`config.mk`:
```
export PLATFORM = sky130hd
export DESIGN_NAME = url_percent_escape_normalizer
export DESIGN_NICKNAME = d
export VERILOG_FILES = /design/src/sv/upen_pkg.sv /design/src/sv/upen_front.sv /design/src/sv/upen_queue.sv /design/src/sv/upen_back.sv /design/src/sv/url_percent_escape_normalizer.sv
export VERILOG_INCLUDE_DIRS = /design/src /design/src/sv
export SDC_FILE = /design/constraint.sdc
export NUM_CORES = 1
export LEC_CHECK = 0
export BUFFER_PORTS_ARGS = -buffer_cell sky130_fd_sc_hd__buf_4
export CORE_AREA = 2 2 184 186
export CTS_BUF_LIST = sky130_fd_sc_hd__clkbuf_16
export DETAILED_ROUTE_END_ITERATION = 12
export DIE_AREA = 0 0 186 188
export PLACE_DENSITY = 0.41
export SYNTH_ARGS = -nofsm -noshare
export SYNTH_HDL_FRONTEND = slang
export SYNTH_HIERARCHICAL = 1
export SYNTH_SLANG_ARGS = --single-unit
```
`constraint.sdc`:
```
create_clock -name clk -period 3.5 [get_ports clk]
set_input_delay 0.35 -clock clk [delete_from_list [all_inputs] [get_ports clk]]
set_output_delay 0.35 -clock clk [all_outputs]
set_load 0.02 [all_outputs]
```
`src/sv/url_percent_escape_normalizer_defines.svh`:
```
// assertion helpers shared by the rtl files
`ifndef URL_PERCENT_ESCAPE_NORMALIZER_DEFINES_SVH
`define URL_PERCENT_ESCAPE_NORMALIZER_DEFINES_SVH

`ifndef SYNTHESIS

// property holds on every clock edge out of reset
`define UPEN_ASSERT(label, clk_sig, rstn_sig, prop) \
    label: assert property (@(posedge clk_sig) disable iff (!rstn_sig) (prop)) \
        else $error("assertion failed");

// consequent holds in the cycle after the antecedent
`define UPEN_ASSERT_NEXT(label, clk_sig, rstn_sig, ante, cons) \
    label: assert property (@(posedge clk_sig) disable iff (!rstn_sig) \
        (ante) |=> (cons)) else $error("assertion failed");

`else

`define UPEN_ASSERT(label, clk_sig, rstn_sig, prop)
`define UPEN_ASSERT_NEXT(label, clk_sig, rstn_sig, ante, cons)

`endif

`endif

```
`src/sv/upen_pkg.sv`:
```
package upen_pkg;

    localparam int QUEUE_DEPTH = 4;

    // configuration port
    localparam int CFG_INDEX_W = 1;
    localparam int CFG_DATA_W  = 2;
    localparam logic [CFG_INDEX_W-1:0] REG_CLASS_SELECT = 1'b0;
    localparam logic [CFG_INDEX_W-1:0] REG_STRICT_MODE  = 1'b1;

    // safe class codes
    localparam logic [1:0] CLASS_PATH     = 2'd0;
    localparam logic [1:0] CLASS_QUERY    = 2'd1;
    localparam logic [1:0] CLASS_USERINFO = 2'd2;

    // lookahead fill codes
    localparam logic [1:0] HELD_NONE    = 2'd0;
    localparam logic [1:0] HELD_PCT     = 2'd1;
    localparam logic [1:0] HELD_PCT_HEX = 2'd2;

    localparam logic [7:0] CHAR_PCT = 8'h25;
    localparam logic [7:0] CHAR_TWO = 8'h32;
    localparam logic [7:0] CHAR_FIVE = 8'h35;

    typedef struct packed {
        logic [7:0] in_byte;
        logic       in_last;
    } in_t;

    typedef struct packed {
        logic [7:0] out_byte;
        logic       run_last;
        logic       string_end;
    } out_t;

    // how the main byte of a queue entry is written out
    typedef enum logic [1:0] {
        KIND_NONE = 2'b00,
        KIND_RAW  = 2'b01,
        KIND_ESC  = 2'b10,
        KIND_KEEP = 2'b11
    } kind_t;

    // back end segment of the current entry
    typedef enum logic [2:0] {
        SEG_P25  = 3'b001,
        SEG_H    = 3'b010,
        SEG_MAIN = 3'b100
    } seg_t;

    // one classified input item
    typedef struct packed {
        logic       pct25;
        logic       emit_h;
        logic [7:0] h_byte;
        kind_t      kind;
        logic [7:0] m_byte;
        logic       last;
    } entry_t;

    function automatic logic is_hex(input logic [7:0] c);
        return (c inside {[8'h30:8'h39], [8'h41:8'h46], [8'h61:8'h66]});
    endfunction

    function automatic logic [3:0] hex_val(input logic [7:0] c);
        logic [7:0] v;
        if (c inside {[8'h30:8'h39]})
            v = c - 8'h30;
        else if (c inside {[8'h41:8'h46]})
            v = c - 8'h37;
        else
            v = c - 8'h57;
        return v[3:0];
    endfunction

    function automatic logic [7:0] hex_char(input logic [3:0] n);
        if (n < 4'd10)
            return 8'h30 + {4'd0, n};
        else
            return 8'h37 + {4'd0, n};
    endfunction

    function automatic logic [7:0] upper_hex(input logic [7:0] c);
        if (c inside {[8'h61:8'h66]})
            return c - 8'h20;
        else
            return c;
    endfunction

    function automatic logic is_sub_delim(input logic [7:0] c);
        return (c inside {8'h21, 8'h24, 8'h26, 8'h27, 8'h28, 8'h29, 8'h2A, 8'h2B,
                          8'h2C, 8'h3B, 8'h3D});
    endfunction

    function automatic logic is_unreserved(input logic [7:0] c);
        return (c inside {[8'h41:8'h5A], [8'h61:8'h7A], [8'h30:8'h39],
                          8'h2D, 8'h2E, 8'h5F, 8'h7E});
    endfunction

    function automatic logic is_reserved(input logic [7:0] c);
        return (c inside {8'h3A, 8'h2F, 8'h3F, 8'h23, 8'h5B, 8'h5D, 8'h40})
            || is_sub_delim(c);
    endfunction

    function automatic logic is_safe(input logic [7:0] c, input logic [1:0] cls);
        logic extra;
        case (cls)
            CLASS_QUERY:    extra = (c inside {8'h3A, 8'h40, 8'h2F, 8'h3F});
            CLASS_USERINFO: extra = (c == 8'h3A);
            default:        extra = (c inside {8'h3A, 8'h40, 8'h2F});
        endcase
        return is_unreserved(c) || is_sub_delim(c) || extra;
    endfunction

endpackage

```
`src/sv/upen_front.sv`:
```
module upen_front
(
    input  logic              clk,
    input  logic              rst_n,
    input  upen_pkg::in_t     in_data,
    input  logic              in_valid,
    output logic              in_stall,
    input  logic [1:0]        class_select,
    input  logic              strict_mode,
    input  logic              q_full,
    output logic              q_push,
    output upen_pkg::entry_t  q_entry
);

    logic [1:0] held_count_reg, held_count_next;
    logic [7:0] held_hex_reg, held_hex_next;
    logic       accept;
    logic       need_push;
    logic [7:0] b;
    logic       b_pct;
    logic       b_hex;
    logic       last;
    logic [7:0] dec;
    upen_pkg::kind_t b_kind;
    upen_pkg::kind_t dec_kind;

    assign in_stall = q_full;
    assign accept   = in_valid && !q_full;
    assign q_push   = accept && need_push;

    assign b     = in_data.in_byte;
    assign last  = in_data.in_last;
    assign b_pct = (b == upen_pkg::CHAR_PCT);
    assign b_hex = upen_pkg::is_hex(b);
    assign dec   = {upen_pkg::hex_val(held_hex_reg), upen_pkg::hex_val(b)};

    assign b_kind = upen_pkg::is_safe(b, class_select) ? upen_pkg::KIND_RAW
                                                       : upen_pkg::KIND_ESC;

    always_comb
    begin
        if (strict_mode && !(upen_pkg::is_safe(dec, class_select) &&
                             !upen_pkg::is_reserved(dec)))
            dec_kind = upen_pkg::KIND_KEEP;
        else if (upen_pkg::is_safe(dec, class_select))
            dec_kind = upen_pkg::KIND_RAW;
        else
            dec_kind = upen_pkg::KIND_ESC;
    end

    always_comb
    begin
        need_push       = 1'b1;
        held_count_next = upen_pkg::HELD_NONE;
        held_hex_next   = held_hex_reg;
        q_entry.pct25   = 1'b0;
        q_entry.emit_h  = 1'b0;
        q_entry.h_byte  = held_hex_reg;
        q_entry.kind    = b_kind;
        q_entry.m_byte  = b;
        q_entry.last    = last;
        case (held_count_reg)
            upen_pkg::HELD_PCT:
            begin
                if (b_hex && !last)
                begin
                    // second byte of a possible triple
                    need_push       = 1'b0;
                    held_count_next = upen_pkg::HELD_PCT_HEX;
                    held_hex_next   = b;
                end
                else if (b_hex)
                begin
                    q_entry.pct25 = 1'b1;
                end
                else
                begin
                    q_entry.pct25 = 1'b1;
                    if (b_pct && !last)
                    begin
                        q_entry.kind    = upen_pkg::KIND_NONE;
                        held_count_next = upen_pkg::HELD_PCT;
                    end
                end
            end
            upen_pkg::HELD_PCT_HEX:
            begin
                if (b_hex)
                begin
                    // complete triple
                    q_entry.kind = dec_kind;
                    if (dec_kind != upen_pkg::KIND_KEEP)
                        q_entry.m_byte = dec;
                end
                else
                begin
                    q_entry.pct25  = 1'b1;
                    q_entry.emit_h = 1'b1;
                    if (b_pct && !last)
                    begin
                        q_entry.kind    = upen_pkg::KIND_NONE;
                        held_count_next = upen_pkg::HELD_PCT;
                    end
                end
            end
            default:
            begin
                // empty lookahead, also an inconsistent count
                if (b_pct && !last)
                begin
                    need_push       = 1'b0;
                    held_count_next = upen_pkg::HELD_PCT;
                end
            end
        endcase
    end

    always_ff @(posedge clk or negedge rst_n)
    begin
        if (!rst_n)
        begin
            held_count_reg <= upen_pkg::HELD_NONE;
            held_hex_reg   <= 8'h00;
        end
        else if (accept)
        begin
            held_count_reg <= held_count_next;
            held_hex_reg   <= held_hex_next;
        end
    end

endmodule

```
`src/sv/upen_queue.sv`:
```
`include "url_percent_escape_normalizer_defines.svh"

module upen_queue
#(
    parameter int DEPTH = upen_pkg::QUEUE_DEPTH
)
(
    input  logic              clk,
    input  logic              rst_n,
    input  logic              push,
    input  upen_pkg::entry_t  push_data,
    output logic              full,
    input  logic              pop,
    output upen_pkg::entry_t  pop_data,
    output logic              empty
);

    localparam int PTR_W = (DEPTH > 1) ? $clog2(DEPTH) : 1;
    localparam int CNT_W = $clog2(DEPTH + 1);
    localparam logic [PTR_W-1:0] PTR_LAST = PTR_W'(DEPTH - 1);
    localparam logic [CNT_W-1:0] CNT_FULL = CNT_W'(DEPTH);

    upen_pkg::entry_t slot_reg [DEPTH];
    logic [PTR_W-1:0] wr_ptr_reg, wr_ptr_next;
    logic [PTR_W-1:0] rd_ptr_reg, rd_ptr_next;
    logic [CNT_W-1:0] count_reg, count_next;

    assign full     = (count_reg == CNT_FULL);
    assign empty    = (count_reg == '0);
    assign pop_data = slot_reg[rd_ptr_reg];

    always_comb
    begin
        wr_ptr_next = wr_ptr_reg;
        rd_ptr_next = rd_ptr_reg;
        count_next  = count_reg;
        if (push)
            wr_ptr_next = (wr_ptr_reg == PTR_LAST) ? '0 : wr_ptr_reg + 1'b1;
        if (pop)
            rd_ptr_next = (rd_ptr_reg == PTR_LAST) ? '0 : rd_ptr_reg + 1'b1;
        if (push && !pop)
            count_next = count_reg + 1'b1;
        else if (pop && !push)
            count_next = count_reg - 1'b1;
    end

    always_ff @(posedge clk or negedge rst_n)
    begin
        if (!rst_n)
        begin
            wr_ptr_reg <= '0;
            rd_ptr_reg <= '0;
            count_reg  <= '0;
        end
        else
        begin
            wr_ptr_reg <= wr_ptr_next;
            rd_ptr_reg <= rd_ptr_next;
            count_reg  <= count_next;
        end
    end

    always_ff @(posedge clk)
    begin
        if (push)
            slot_reg[wr_ptr_reg] <= push_data;
    end

    `UPEN_ASSERT(a_no_overflow, clk, rst_n, !(push && full))
    `UPEN_ASSERT(a_no_underflow, clk, rst_n, !(pop && empty))
    `UPEN_ASSERT_NEXT(a_count_tracks, clk, rst_n, push && !pop, count_reg == $past(count_reg) + 1'b1)

endmodule

```
`src/sv/upen_back.sv`:
```
`include "url_percent_escape_normalizer_defines.svh"

module upen_back
(
    input  logic              clk,
    input  logic              rst_n,
    input  logic              q_empty,
    input  upen_pkg::entry_t  q_data,
    output logic              q_pop,
    output upen_pkg::out_t    out_data,
    output logic              out_valid,
    input  logic              out_stall
);

    upen_pkg::entry_t cur_reg, cur_next;
    logic             cur_valid_reg, cur_valid_next;
    upen_pkg::seg_t   seg_reg, seg_next;
    logic [1:0]       sub_reg, sub_next;
    upen_pkg::out_t   out_reg, out_next;
    logic             out_valid_reg, out_valid_next;

    logic       send;
    logic       final_now;
    logic       load;
    logic [7:0] byte_now;
    logic       main_none;
    upen_pkg::seg_t first_seg;

    assign main_none = (cur_reg.kind == upen_pkg::KIND_NONE);
    assign send      = cur_valid_reg && (!out_valid_reg || !out_stall);
    assign load      = (!cur_valid_reg || (send && final_now)) && !q_empty;
    assign q_pop     = load;

    assign out_data  = out_reg;
    assign out_valid = out_valid_reg;

    always_comb
    begin
        if (q_data.pct25)
            first_seg = upen_pkg::SEG_P25;
        else if (q_data.emit_h)
            first_seg = upen_pkg::SEG_H;
        else
            first_seg = upen_pkg::SEG_MAIN;
    end

    // byte at the current position and whether it closes the entry
    always_comb
    begin
        byte_now  = cur_reg.m_byte;
        final_now = 1'b0;
        case (seg_reg)
            upen_pkg::SEG_P25:
            begin
                case (sub_reg)
                    2'd0:    byte_now = upen_pkg::CHAR_PCT;
                    2'd1:    byte_now = upen_pkg::CHAR_TWO;
                    default: byte_now = upen_pkg::CHAR_FIVE;
                endcase
                final_now = (sub_reg == 2'd2) && !cur_reg.emit_h && main_none;
            end
            upen_pkg::SEG_H:
            begin
                byte_now  = cur_reg.h_byte;
                final_now = main_none;
            end
            upen_pkg::SEG_MAIN:
            begin
                case (cur_reg.kind)
                    upen_pkg::KIND_ESC:
                    begin
                        case (sub_reg)
                            2'd0:    byte_now = upen_pkg::CHAR_PCT;
                            2'd1:    byte_now = upen_pkg::hex_char(cur_reg.m_byte[7:4]);
                            default: byte_now = upen_pkg::hex_char(cur_reg.m_byte[3:0]);
                        endcase
                        final_now = (sub_reg == 2'd2);
                    end
                    upen_pkg::KIND_KEEP:
                    begin
                        case (sub_reg)
                            2'd0:    byte_now = upen_pkg::CHAR_PCT;
                            2'd1:    byte_now = upen_pkg::upper_hex(cur_reg.h_byte);
                            default: byte_now = upen_pkg::upper_hex(cur_reg.m_byte);
                        endcase
                        final_now = (sub_reg == 2'd2);
                    end
                    default:
                    begin
                        byte_now  = cur_reg.m_byte;
                        final_now = 1'b1;
                    end
                endcase
            end
            default:
            begin
                byte_now  = cur_reg.m_byte;
                final_now = 1'b1;
            end
        endcase
    end

    always_comb
    begin
        cur_next       = cur_reg;
        cur_valid_next = cur_valid_reg;
        seg_next       = seg_reg;
        sub_next       = sub_reg;
        if (load)
        begin
            cur_next       = q_data;
            cur_valid_next = 1'b1;
            seg_next       = first_seg;
            sub_next       = 2'd0;
        end
        else if (send && final_now)
        begin
            cur_valid_next = 1'b0;
        end
        else if (send)
        begin
            case (seg_reg)
                upen_pkg::SEG_P25:
                begin
                    if (sub_reg == 2'd2)
                    begin
                        seg_next = cur_reg.emit_h ? upen_pkg::SEG_H : upen_pkg::SEG_MAIN;
                        sub_next = 2'd0;
                    end
                    else
                    begin
                        sub_next = sub_reg + 2'd1;
                    end
                end
                upen_pkg::SEG_H:
                begin
                    seg_next = upen_pkg::SEG_MAIN;
                    sub_next = 2'd0;
                end
                default:
                begin
                    sub_next = sub_reg + 2'd1;
                end
            endcase
        end
    end

    always_comb
    begin
        out_next            = out_reg;
        out_valid_next      = out_valid_reg && out_stall;
        if (send)
        begin
            out_valid_next      = 1'b1;
            out_next.out_byte   = byte_now;
            out_next.run_last   = final_now;
            out_next.string_end = final_now && cur_reg.last;
        end
    end

    always_ff @(posedge clk or negedge rst_n)
    begin
        if (!rst_n)
        begin
            cur_valid_reg <= 1'b0;
            seg_reg       <= upen_pkg::SEG_P25;
            sub_reg       <= 2'd0;
            out_valid_reg <= 1'b0;
        end
        else
        begin
            cur_valid_reg <= cur_valid_next;
            seg_reg       <= seg_next;
            sub_reg       <= sub_next;
            out_valid_reg <= out_valid_next;
        end
    end

    always_ff @(posedge clk)
    begin
        cur_reg <= cur_next;
        out_reg <= out_next;
    end

    `UPEN_ASSERT(a_end_on_run_last, clk, rst_n, !(out_valid_reg && out_reg.string_end) || out_reg.run_last)
    `UPEN_ASSERT(a_h_single_beat, clk, rst_n, !(cur_valid_reg && seg_reg == upen_pkg::SEG_H) || sub_reg == 2'd0)
    `UPEN_ASSERT_NEXT(a_pop_loads, clk, rst_n, q_pop, cur_valid_reg)

endmodule

```
`src/sv/url_percent_escape_normalizer.sv`:
```
// channel   dir  handshake             beat payload
// in        in   in_valid / in_stall   in_data  : in_byte, in_last
// out       out  out_valid / out_stall out_data : out_byte, run_last, string_end
// cfg       in   cfg_we                cfg_index, cfg_data (no read-back)
//
// the front takes one input beat per cycle whenever the entry queue has room
// the back writes one output byte per cycle unless out_stall holds it: a lookahead-only item
// yields 0 bytes, a plain byte 1, an escape 3, a flushed broken triple with its next byte up to 7
// sustained rate is set by the back end byte sequencer and the output register
// reset clears the lookahead, the queue, the sequencer and both config registers
// out_stall holds the output register and the sequencer; input keeps flowing until the queue fills
module url_percent_escape_normalizer
#(
    parameter int QUEUE_DEPTH = upen_pkg::QUEUE_DEPTH
)
(
    input  logic                            clk,
    input  logic                            rst_n,
    input  upen_pkg::in_t                   in_data,
    input  logic                            in_valid,
    output logic                            in_stall,
    output upen_pkg::out_t                  out_data,
    output logic                            out_valid,
    input  logic                            out_stall,
    input  logic                            cfg_we,
    input  logic [upen_pkg::CFG_INDEX_W-1:0] cfg_index,
    input  logic [upen_pkg::CFG_DATA_W-1:0]  cfg_data
);

    // configuration registers; the user must write them only while the block is idle, the block does not enforce it
    logic [1:0] class_select_reg;
    logic       strict_mode_reg;

    // queue between classification and byte expansion
    logic             q_push;
    logic             q_pop;
    logic             q_full;
    logic             q_empty;
    upen_pkg::entry_t q_in;
    upen_pkg::entry_t q_out;

    always_ff @(posedge clk or negedge rst_n)
    begin
        if (!rst_n)
        begin
            class_select_reg <= upen_pkg::CLASS_PATH;
            strict_mode_reg  <= 1'b0;
        end
        else if (cfg_we)
        begin
            case (cfg_index)
                upen_pkg::REG_CLASS_SELECT: class_select_reg <= cfg_data[1:0];
                upen_pkg::REG_STRICT_MODE:  strict_mode_reg  <= cfg_data[0];
                default:                    strict_mode_reg  <= strict_mode_reg;
            endcase
        end
    end

    // front: lookahead on percent triples, at most one classified entry per input byte
    upen_front u_front
    (
        .clk          (clk),
        .rst_n        (rst_n),
        .in_data      (in_data),
        .in_valid     (in_valid),
        .in_stall     (in_stall),
        .class_select (class_select_reg),
        .strict_mode  (strict_mode_reg),
        .q_full       (q_full),
        .q_push       (q_push),
        .q_entry      (q_in)
    );

    upen_queue #(.DEPTH(QUEUE_DEPTH)) u_queue
    (
        .clk       (clk),
        .rst_n     (rst_n),
        .push      (q_push),
        .push_data (q_in),
        .full      (q_full),
        .pop       (q_pop),
        .pop_data  (q_out),
        .empty     (q_empty)
    );

    // back: expands each entry into output beats, one byte per cycle unless out_stall holds it
    upen_back u_back
    (
        .clk       (clk),
        .rst_n     (rst_n),
        .q_empty   (q_empty),
        .q_data    (q_out),
        .q_pop     (q_pop),
        .out_data  (out_data),
        .out_valid (out_valid),
        .out_stall (out_stall)
    );

endmodule
```
==> impl_metrics.toml, run 1 <==
[synthesis]
yosysUniqueCellTypes = 96
synth_edf_count = 114
ys.flop_type = "edfxtp_1"
ys_warn_count = 6
async_flop_share_pct = 19.1
seq_area_frac_synth_pct = 50.3
synthCells = 693
synth_fp_nets = 745
synthesis.area_sq_um = 8160
postSynthAreaPerCell_sq_um = 11.8
ys_seq_elements = 141

[clocking]
post-cts-setup-buffers = 0
clk_latency_ns = 0.42
clockBufferDepth = 2
clkTransAtPathRegs_ns = 0.07
htreeDepth = 4
cts_root_buf = "clkbuf_16"
cts_tree = "yes"
cts.sinks = 141
numCtsBuffers = 17

[power_and_ir_drop]
p_sw_share_pct = 36.7
power.switching_w = 0.00260
comb_power_share_pct = 36.5
p_leak_nw = 3.28
sequentialPowerShare_pct = 39.3
powerDensity_nw_per_um2 = 743
power_w = 0.00709
ir_drop_mv = 0.331
power_frac_clock_pct = 24.2
intPower_w = 0.00448

[grt]
overflow = 0
grt_pass1_wl_microns = 31700
grt_antenna_before_repair = 0
gr-usage-all-layers_pct = 11.8
grt_pass1_vias = 5571
grt_max_degree = 28

[cells_and_area]
register_area_sq_um = 4100
diodes = 0
fin_nets = 786
fillCellCount = 3397
drive_above_1_share_pct = 21.4
largest_reg_flops = 84
multiInputGateArea_sq_um = 3660
final_area_sq_um = 9550
syn_to_final_growth_pct = 17.0
layout_commonest_cell = "edfxtp_1"
final_cell_mix = "edfxtp_1 (114), buf_4 (65), nand2_1 (52), inv_1 (43), a21oi_1 (37)"

[placed_design]
portBuffers = 28
gp_congestion = 0.846
dpl_cell_area_sq_um = 8950
hpwl_microns = 14300

[sta]
worst_slew_pin_slew_ns = 0.853
setup_viol = 0
fin_crit_sh_pct = 93.8
finalHoldViolCount = 0
relSlewSlack_pct = 43.1
clock_skew_ns = 0.0110
min_period_ns = 3.28
timing.hold.ws_ns = 0.171
clock.fmax_ghz = 0.305
slew_violations = 0

[die]
core_region_area_sq_um = 33100
rows = 67
dieHeight_microns = 188
start_util_pct = 24.6
dieWidth_microns = 186
dieArea_sq_um = 35000
pin_count = 29

[hold_path]
whs_path_depth = 2
min_from = "cfg_data[0]"
hold_end = "strict_mode_reg$_DFFE_PN0P_"
hold_class = "in2reg"

[detailed_routing]
vias = 5670
drt_iter0_drc = 474
avgViaCountPerCell = 4.74
wl_per_cell_microns = 16.6
drc_errors = 0
drtPass1Iterations = 5
wirelength_microns = 19800
ant_nets = 0

[critical_path]
reg2reg_from = "u_front/held_hex_reg[1]$_DFFE_PN0P_"
r2r_end = "u_queue/slot_reg[1][1]$_DFFE_PP_"
ff2ff_setup_slack_ns = 0.22
path_max_fanout = 15
worstPathRequired_ns = 3.75
critPathKind = "reg2reg"
ff2ff_path_depth = 10
arrival_ns = 3.53
start_kind = "flip-flop"
crit_path_end_kind = "flip-flop"

[run]
cap_violations = 0

[outcome]
status = "finished, final reports clean"
-- stage by stage --
stage          utilization [%]  setup TNS (ns)  setup WS [ns]  cells
6_report                  28.8               0          0.219   1195
5_1_grt                   28.8         -0.0285       -0.00738   1195
3_3_place_gp              27.0               0         0.0828   1162
2_1_floorplan                -         -0.0170       -0.00426    693
4_1_cts                   28.8               0          0.184   1195
3_5_place_dp              27.0               0         0.0543   1162
-- cells by family after synthesis --
kind of cell             Yosys count  share of synthesized area [%]
XOR/XNOR                           9                           1.06
adder cells (fa/ha/maj)           35                           5.46
flip-flops                       141                           50.3
AO/OA/AOI/OAI                    183                           16.4
multiplexers                      38                           8.30
AND/OR/NAND/NOR                  199                           13.1
buffers and inverters             88                           5.37
-- layout make-up --
cell class	instances	share of cell area, %
Timing Repair Buffer	66	5.22
Inverter	44	1.73
Sequential cell	141	43.0
Clock buffer	17	4.46
Clock inverter	15	1.45
Multi-Input combinational cell	464	38.3
Tap cell	448	5.87
-- worst max path at each step --
stage	start	end	slack (ns)	depth (start not counted)
6_report	u_front/held_hex_reg[1]$_DFFE_PN0P_	u_queue/slot_reg[1][1]$_DFFE_PP_	0.22	10
4_1_cts	u_front/held_hex_reg[0]$_DFFE_PN0P_	u_queue/slot_reg[0][1]$_DFFE_PP_	0.18	10
5_1_grt	u_front/held_hex_reg[1]$_DFFE_PN0P_	u_queue/slot_reg[1][1]$_DFFE_PP_	-0.007	10
3_3_place_gp	in_data[1]	u_queue/slot_reg[1][1]$_DFFE_PP_	0.08	11
3_5_place_dp	in_data[1]	u_queue/slot_reg[3][1]$_DFFE_PP_	0.05	11
2_1_floorplan	in_data[1]	u_queue/slot_reg[0][1]$_DFFE_PP_	-0.004	12
-- power groups by stage --
stage | clock (W) | sequential [W] | combinational (W)
global route | 0.00183 | 0.00285 | 0.00290
floorplan | 0 | 0.00265 | 0.00205
CTS | 0.00177 | 0.00279 | 0.00262
global placement | 0 | 0.00283 | 0.00264
detailed placement | 0 | 0.00283 | 0.00261
finish | 0.00172 | 0.00278 | 0.00259
-- critical path, cell delays in order (launching register included) --
cell      delay [ns]
dfrtp_1         0.37
inv_1           0.18
ha_1            0.22
o21bai_1        0.13
a21oi_2         0.28
mux2_2          0.28
nor2_1          0.10
a211oi_1        0.30
or4b_4          0.61
or4_1           0.50
nand3_1         0.14
-- routing by layer --
metal  vias up  GRT usage (%)  share of wire, %
met2       135           18.7                47
li1       2735              -                 -
met5         -              0                 0
met4         0           4.33               2.5
met3        30           2.49               3.2
met1      2770           15.7                47
-- synthesized netlist by cell type (all sizes together) (5+ instances only) --
cell type,number,area [sq um]
dfrtp,26,651
xnor2,7,68.8
and2,7,43.8
nand2b,11,71.3
a31oi,14,103
ha,34,425
nor4,8,56.3
o21ai,29,156
nand3,20,100
clkbuf,22,82.6
o211ai,11,82.6
a21oi,39,203
nor2,33,124
edfxtp,114,3420
mux2,12,143
inv,44,165
nor3,18,95.1
mux2i,5,50.1
buf,22,190
nand2,52,195
a22oi,7,52.6
mux4,21,484
nor2b,10,70.1
a211oi,12,103
or3,13,81.3
o22ai,17,120
-- what timing repair did --
item | 4_1_cts | 5_1_grt
hold buffers | 1 | 0
endpoints found under the hold margin | 26 | 0
resized for setup | 0 | 5
setup endpoints to repair | 0 | 8
Power figures use the tool's default switching activity.
==> run 2, diff against run 1 <==
--- a/config.mk
+++ b/config.mk
@@ -6,12 +6,13 @@
 export SDC_FILE = /design/constraint.sdc
 export NUM_CORES = 1
 export LEC_CHECK = 0
-export BUFFER_PORTS_ARGS = -buffer_cell sky130_fd_sc_hd__buf_4
-export CORE_AREA = 2 2 184 186
+export ABC_AREA = 1
+export CORE_AREA = 2 2 185 187
 export CTS_BUF_LIST = sky130_fd_sc_hd__clkbuf_16
 export DETAILED_ROUTE_END_ITERATION = 12
-export DIE_AREA = 0 0 186 188
-export PLACE_DENSITY = 0.41
+export DIE_AREA = 0 0 187 189
+export DONT_BUFFER_PORTS = 1
+export PLACE_DENSITY = 0.4
 export SYNTH_ARGS = -nofsm -noshare
 export SYNTH_HDL_FRONTEND = slang
 export SYNTH_HIERARCHICAL = 1
==> impl_metrics.toml, run 2 <==
[sta]
clock.fmax_ghz = 0.330
rsz0062_at_grt = "false"
worst_slew_pin_slew_ns = 0.759
finalHoldViolCount = 0
fin_crit_sh_pct = 86.5
min_period_ns = 3.03
tns_ns = 0
clock_skew_ns = 0.00718
setup_viol = 0
relSlewSlack_pct = 49.3
layout_setup_ws_ns = 0.471
slew_violations = 0

[grt]
grt_pass1_vias = 5902
grt_max_degree = 45
overflow = 0
grt_pass1_wl_microns = 32900
gr-usage-all-layers_pct = 11.8
grt_antenna_before_repair = 0

[clocking]
numCtsBuffers = 17
cts_root_buf = "clkbuf_16"
cts_tree = "yes"
clkTransAtPathRegs_ns = 0.06
htreeDepth = 4
clockBufferDepth = 2
clk_latency_ns = 0.41
cts.sinks = 141

[critical_path]
arrival_ns = 3.16
slowest_stage = "dfrtp_2"
path_max_fanout = 11
worstPathRequired_ns = 3.63
worst_path_most_repeated_cell = "nand2_1"
crit_path_cell_trace = "inv_1 -> ha_1 -> o21ai_2 -> nand2_2 -> nand2_2 -> nand2_1 -> nand2_1 -> nor2_1 -> nand2_1 -> inv_1 -> nand2_1 -> nand2_1 -> o21ai_1 -> nand2_1 -> nand2_2 -> nand3_2 -> nand2_4 -> nand2_4 -> nand2_1 -> nand2_1"
start_kind = "flip-flop"
ff2ff_setup_slack_ns = 0.47
r2r_end = "u_queue/slot_reg[0][1]$_DFFE_PP_"
slowest_delay_ns = 0.47
reg2reg_from = "u_front/held_hex_reg[0]$_DFFE_PN0P_"
crit_path_end_kind = "flip-flop"
critPathKind = "reg2reg"
ff2ff_path_depth = 20

[detailed_routing]
vias = 5997
drtPass1Iterations = 5
wirelength_microns = 20200
drt_iter0_drc = 334
avgViaCountPerCell = 4.29
drc_errors = 0
wl_per_cell_microns = 14.5
ant_nets = 0

[cells_and_area]
diodes = 0
multiInputGateArea_sq_um = 3370
drive_above_1_share_pct = 10.8
fin_nets = 990
final_cell_mix = "nand2_1 (263), inv_1 (141), edfxtp_1 (114), nand3_1 (68)"
layout_commonest_cell = "nand2_1"
final_area_sq_um = 9360
largest_reg_flops = 84
fillCellCount = 3584
syn_to_final_growth_pct = 14.2
register_area_sq_um = 4100

[power_and_ir_drop]
ir_drop_mv = 0.354
powerDensity_nw_per_um2 = 873
p_leak_nw = 4.07

[synthesis]
synth_edf_count = 114
seq_area_frac_synth_pct = 50.1
synthesis.area_sq_um = 8190
async_flop_share_pct = 19.1
netlist.area_leader.share_pct = 41.8
synth_top_area_cell = "edfxtp_1"
postSynthAreaPerCell_sq_um = 8.85
yosysUniqueCellTypes = 51
synthCells = 926
ys.flop_type = "edfxtp_1"
ys_warn_count = 6
synth.area.top_cells = "edfxtp_1 (42%), nand2_1 (12%), dfrtp_1 (7.9%), inv_1 (6.3%), ha_1 (5.2%)"
synth_most_common_cell = "nand2_1"
ys_seq_elements = 141
synth_fp_nets = 978
synth_common_cells = "nand2_1 (263), inv_1 (138), edfxtp_1 (114)"

[hold_path]
min_from = "in_data[0]"
hold_class = "in2reg"
whs_path_depth = 0
hold_end = "u_queue/slot_reg[2][0]$_DFFE_PP_"

[placed_design]
gp_congestion = 0.864
hpwl_microns = 14400
place_ws_ns = 0.246
dpl_cell_area_sq_um = 8690
portBuffers = 0

[die]
start_util_pct = 24.6
dieArea_sq_um = 35300
core_region_area_sq_um = 33300
dieWidth_microns = 187
dieHeight_microns = 189
pin_count = 29
rows = 67

[outcome]
status = "finished, final reports clean"

[run]
cap_violations = 0
==> run 2: changes by cell type in the layout (fill, tap and decap cells not counted), sizes merged, moves of 17 or more <==
cell    previous run  this run
nand2             52       288
inv               51       154
nand3             20        74
buf               65        13
o211ai            11        48
nor2              33        57
mux4              21         0
a21oi             39        22
==> run 2: worst max-delay path: cells and delay by family, from the launching register on <==
kind / cells / cell delay, ns
DFF: 1 / 0.47
buffers and inverters: 2 / 0.21
and+or+nand+nor: 15 / 1.57
adders and majority gates: 1 / 0.23
AOI/OAI and AO/OA: 2 / 0.27
==> run 2: how the worst max path moves through the flow <==
stage	from	to	slack (ns)
after floorplan	in_data[2]	u_queue/count_reg[2]$_DFFE_PN0P_	0.64
after global placement	in_data[1]	u_queue/count_reg[2]$_DFFE_PN0P_	0.30
after detailed placement	in_data[1]	u_queue/count_reg[2]$_DFFE_PN0P_	0.25
after CTS	u_front/held_hex_reg[0]$_DFFE_PN0P_	u_queue/slot_reg[3][5]$_DFFE_PP_	0.32
after global routing	u_front/held_hex_reg[0]$_DFFE_PN0P_	u_queue/slot_reg[0][1]$_DFFE_PP_	0.08
final	u_front/held_hex_reg[0]$_DFFE_PN0P_	u_queue/slot_reg[0][1]$_DFFE_PP_	0.47
==> run 2: logic make-up (layout without fill, tap and decap cells) <==
kind of cell	Yosys count	count (layout)	share of synthesized area (%)
flops	141	141	50.1
compound gates	124	124	9.56
buf+inv	172	197	8.80
fa+ha+maj	35	35	5.44
simple gates	451	451	25.8
xor+xnor	3	3	0.321
==> run 2: per-stage QoR <==
step	total power, W	hold slack, ns	util, %	instances
after detailed placement	0.00629	0.0587	26.1	1365
after CTS	0.00827	0.00815	28.1	1399
after global placement	0.00629	0.0584	26.1	1365
after floorplan	0.00540	0.0544	-	926
after global routing	0.00889	0.000725	28.1	1399
final	0.00817	0.0322	28.1	1399
==> run 2: layer usage <==
layer	vias to the layer above	routed length [microns]	track usage, %	part of all wire [%]
li1	3101	-	-	-
met1	2800	10200	16.1	50
met4	0	206	2.93	1.0
met3	12	583	2.63	2.9
met5	-	0	0	0
met2	84	9250	19.2	46
==> run 2: cell type report <==
class                   count  share of cell area [%]
flip-flops and latches    141                    43.9
multi-input cells         613                    36.0
clock inverters            15                    2.21
inverters                 151                    6.09
repair buffers             14                    1.28
well taps                 448                    5.99
clock buffers              17                    4.55
==> run 2: timing repair <==
action                                  4_1_cts  5_1_grt
hold buffers                                  2        0
endpoints found under the hold margin        27        0
resized for setup                             0        2
endpoints found under the setup margin        0       28
buffers inserted                              0        0
==> run 2: report_power, final <==
group / internal, W / total, W / switching [W]
logic: 0.000988 / 0.00318 / 0.00219
clock network: 0.00125 / 0.00195 / 0.000693
registers: 0.00255 / 0.00304 / 0.000496
==> run 3, diff against run 2 <==
--- a/config.mk
+++ b/config.mk
@@ -7,12 +7,14 @@
 export NUM_CORES = 1
 export LEC_CHECK = 0
 export ABC_AREA = 1
+export CELL_PAD_IN_SITES_DETAIL_PLACEMENT = 0
+export CELL_PAD_IN_SITES_GLOBAL_PLACEMENT = 1
 export CORE_AREA = 2 2 185 187
 export CTS_BUF_LIST = sky130_fd_sc_hd__clkbuf_16
 export DETAILED_ROUTE_END_ITERATION = 12
 export DIE_AREA = 0 0 187 189
 export DONT_BUFFER_PORTS = 1
-export PLACE_DENSITY = 0.4
+export PLACE_DENSITY = 0.48
 export SYNTH_ARGS = -nofsm -noshare
 export SYNTH_HDL_FRONTEND = slang
 export SYNTH_HIERARCHICAL = 1
==> impl_metrics.toml, run 3 (synthesized netlist as in run 2, its figures left out) <==
[sta]
worst_slew_pin_slew_ns = 0.715
slew_violations = 0
clock_skew_ns = 0.0106
relSlewSlack_pct = 52.3
fin_crit_sh_pct = 86.9
rsz0062_at_grt = "false"
finalHoldViolCount = 0
min_period_ns = 3.04
setup_viol = 0
tns_ns = 0
clock.fmax_ghz = 0.329

[cells_and_area]
fin_nets = 991
drive_above_1_share_pct = 10.6
layout_commonest_cell = "nand2_1"
final_cell_mix = "nand2_1 (263), inv_1 (140), edfxtp_1 (114), nand3_1 (68)"
fillCellCount = 3600
syn_to_final_growth_pct = 14.5
diodes = 0
fin_cells = 1400
largest_reg_flops = 84

[clocking]
cts.sinks = 141
htreeDepth = 4
clk_latency_ns = 0.42
post-cts-setup-buffers = 0
cts_tree = "yes"
clockBufferDepth = 2
cts_resized = 0
clkTransAtPathRegs_ns = 0.06
cts_root_buf = "clkbuf_16"
numCtsBuffers = 17

[die]
dieHeight_microns = 189
dieWidth_microns = 187
start_util_pct = 24.6
pin_count = 29
dieArea_sq_um = 35300
rows = 67
core_region_area_sq_um = 33300

[critical_path]
ff2ff_setup_slack_ns = 0.46
critPathKind = "reg2reg"
start_kind = "flip-flop"
slowest_stage = "dfrtp_1"
ff2ff_path_depth = 20
crit_path_start = "u_front/held_hex_reg[1]$_DFFE_PN0P_"
worst-path-buf-inv = 2
worst_path_most_repeated_cell = "nand2_1"
slowest_delay_ns = 0.48
r2r_end = "u_queue/slot_reg[2][2]$_DFFE_PP_"
arrival_ns = 3.17
crit_path_cell_trace = "inv_1 -> ha_1 -> o21ai_2 -> nand2_2 -> nand2_2 -> nand2_1 -> nand2_1 -> nor2_1 -> nand2_1 -> inv_1 -> nand2_1 -> nand2_1 -> o21ai_1 -> nand2_1 -> nand2_2 -> nand3_2 -> nand2_4 -> nand2_4 -> nand2_1 -> nand2_1"
reg2reg_from = "u_front/held_hex_reg[1]$_DFFE_PN0P_"
worstPathRequired_ns = 3.63
crit_path_end_kind = "flip-flop"
cp_top_family = "simple AND/OR/NAND/NOR gates"
path_max_fanout = 9

[detailed_routing]
drt_iter0_drc = 312
ant_nets = 0
drtPass1Iterations = 5
drc_errors = 0
vias = 5983
wirelength_microns = 20700
avgViaCountPerCell = 4.27
wl_per_cell_microns = 14.8

[power_and_ir_drop]
p_leak_nw = 4.09
powerDensity_nw_per_um2 = 870
ir_drop_mv = 0.332

[placed_design]
gp_congestion = 0.783
dpl.cell_count = 1365
hpwl_microns = 15000
portBuffers = 0

[hold_path]
min_from = "in_data[5]"
hold_class = "in2reg"
hold_end = "u_front/held_hex_reg[6]$_DFFE_PN0P_"
whs_path_depth = 1

[grt]
grt_pass1_vias = 5993
grt_max_degree = 46
gr-usage-all-layers_pct = 12.4
overflow = 0
grt_antenna_before_repair = 0
grt_pass1_wl_microns = 33800

[outcome]
status = "finished, final reports clean"

[run]
cap_violations = 0
==> run 3: worst register-to-register path: stages (launching register included) <==
cell and delay, ns:
dfrtp_1 0.48, inv_1 0.15, ha_1 0.22, o21ai_2 0.14, nand2_2 0.11, nand2_2 0.14
nand2_1 0.06, nand2_1 0.14, nor2_1 0.10, nand2_1 0.12, inv_1 0.07, nand2_1 0.07
nand2_1 0.07, o21ai_1 0.13, nand2_1 0.08, nand2_2 0.08, nand3_2 0.12, nand2_4 0.15
nand2_4 0.10, nand2_1 0.09, nand2_1 0.12
==> run 3: per-stage QoR <==
stage	util, %	cell area [sq um]	hold WS [ns]	power, W	setup WS, ns
detailed placement	26.2	8700	0.0582	0.00633	0.159
floorplan	-	8190	0.0544	0.00540	0.644
global route	28.2	9380	0.00275	0.00889	0.126
global placement	26.2	8700	0.0578	0.00635	0.241
CTS	28.2	9370	0.00465	0.00829	0.430
finish	28.2	9380	0.0319	0.00816	0.458
==> run 3: how the worst max path moves through the flow <==
stage,depth (start not counted),to,slack [ns]
after global placement,18,u_queue/count_reg[2]$_DFFE_PN0P_,0.24
final,20,u_queue/slot_reg[2][2]$_DFFE_PP_,0.46
after floorplan,19,u_queue/count_reg[2]$_DFFE_PN0P_,0.64
after detailed placement,18,u_queue/count_reg[2]$_DFFE_PN0P_,0.16
after global routing,20,u_queue/slot_reg[1][2]$_DFFE_PP_,0.13
after CTS,20,u_queue/slot_reg[2][5]$_DFFE_PP_,0.43
==> run 3: final cells by class <==
| class | instances | area [sq um] | share of cell area (%) |
|---|---|---|---|
| inverter | 151 | 569 | 6.07 |
| clock buffer | 20 | 500 | 5.33 |
| clock inverter | 12 | 139 | 1.48 |
| tap | 448 | 561 | 5.97 |
| multi-input combinational | 613 | 3370 | 35.9 |
| timing repair buffer | 15 | 143 | 1.52 |
| sequential | 141 | 4100 | 43.7 |
==> run 3: metal layers <==
metal / up-vias / routed length, microns / share of wire [%] / GRT usage [%]
met4: 0 / 338 / 1.6 / 3.88
met5: - / 0 / 0 / 0
li1: 3109 / - / - / -
met1: 2780 / 10000 / 48 / 15.8
met2: 77 / 9810 / 47 / 21.1
met3: 17 / 530 / 2.6 / 2.43
==> run 3: what timing repair did <==
item                       in CTS  in global routing
hold endpoints to repair       27                  1
hold buffers                    2                  1
setup endpoints to repair       0                  0
==> run 3: where the power goes <==
group | internal (W) | switching [W]
Sequential | 0.00254 | 0.000473
Combinational | 0.00101 | 0.00221
Clock | 0.00124 | 0.000680
Total | 0.00479 | 0.00337
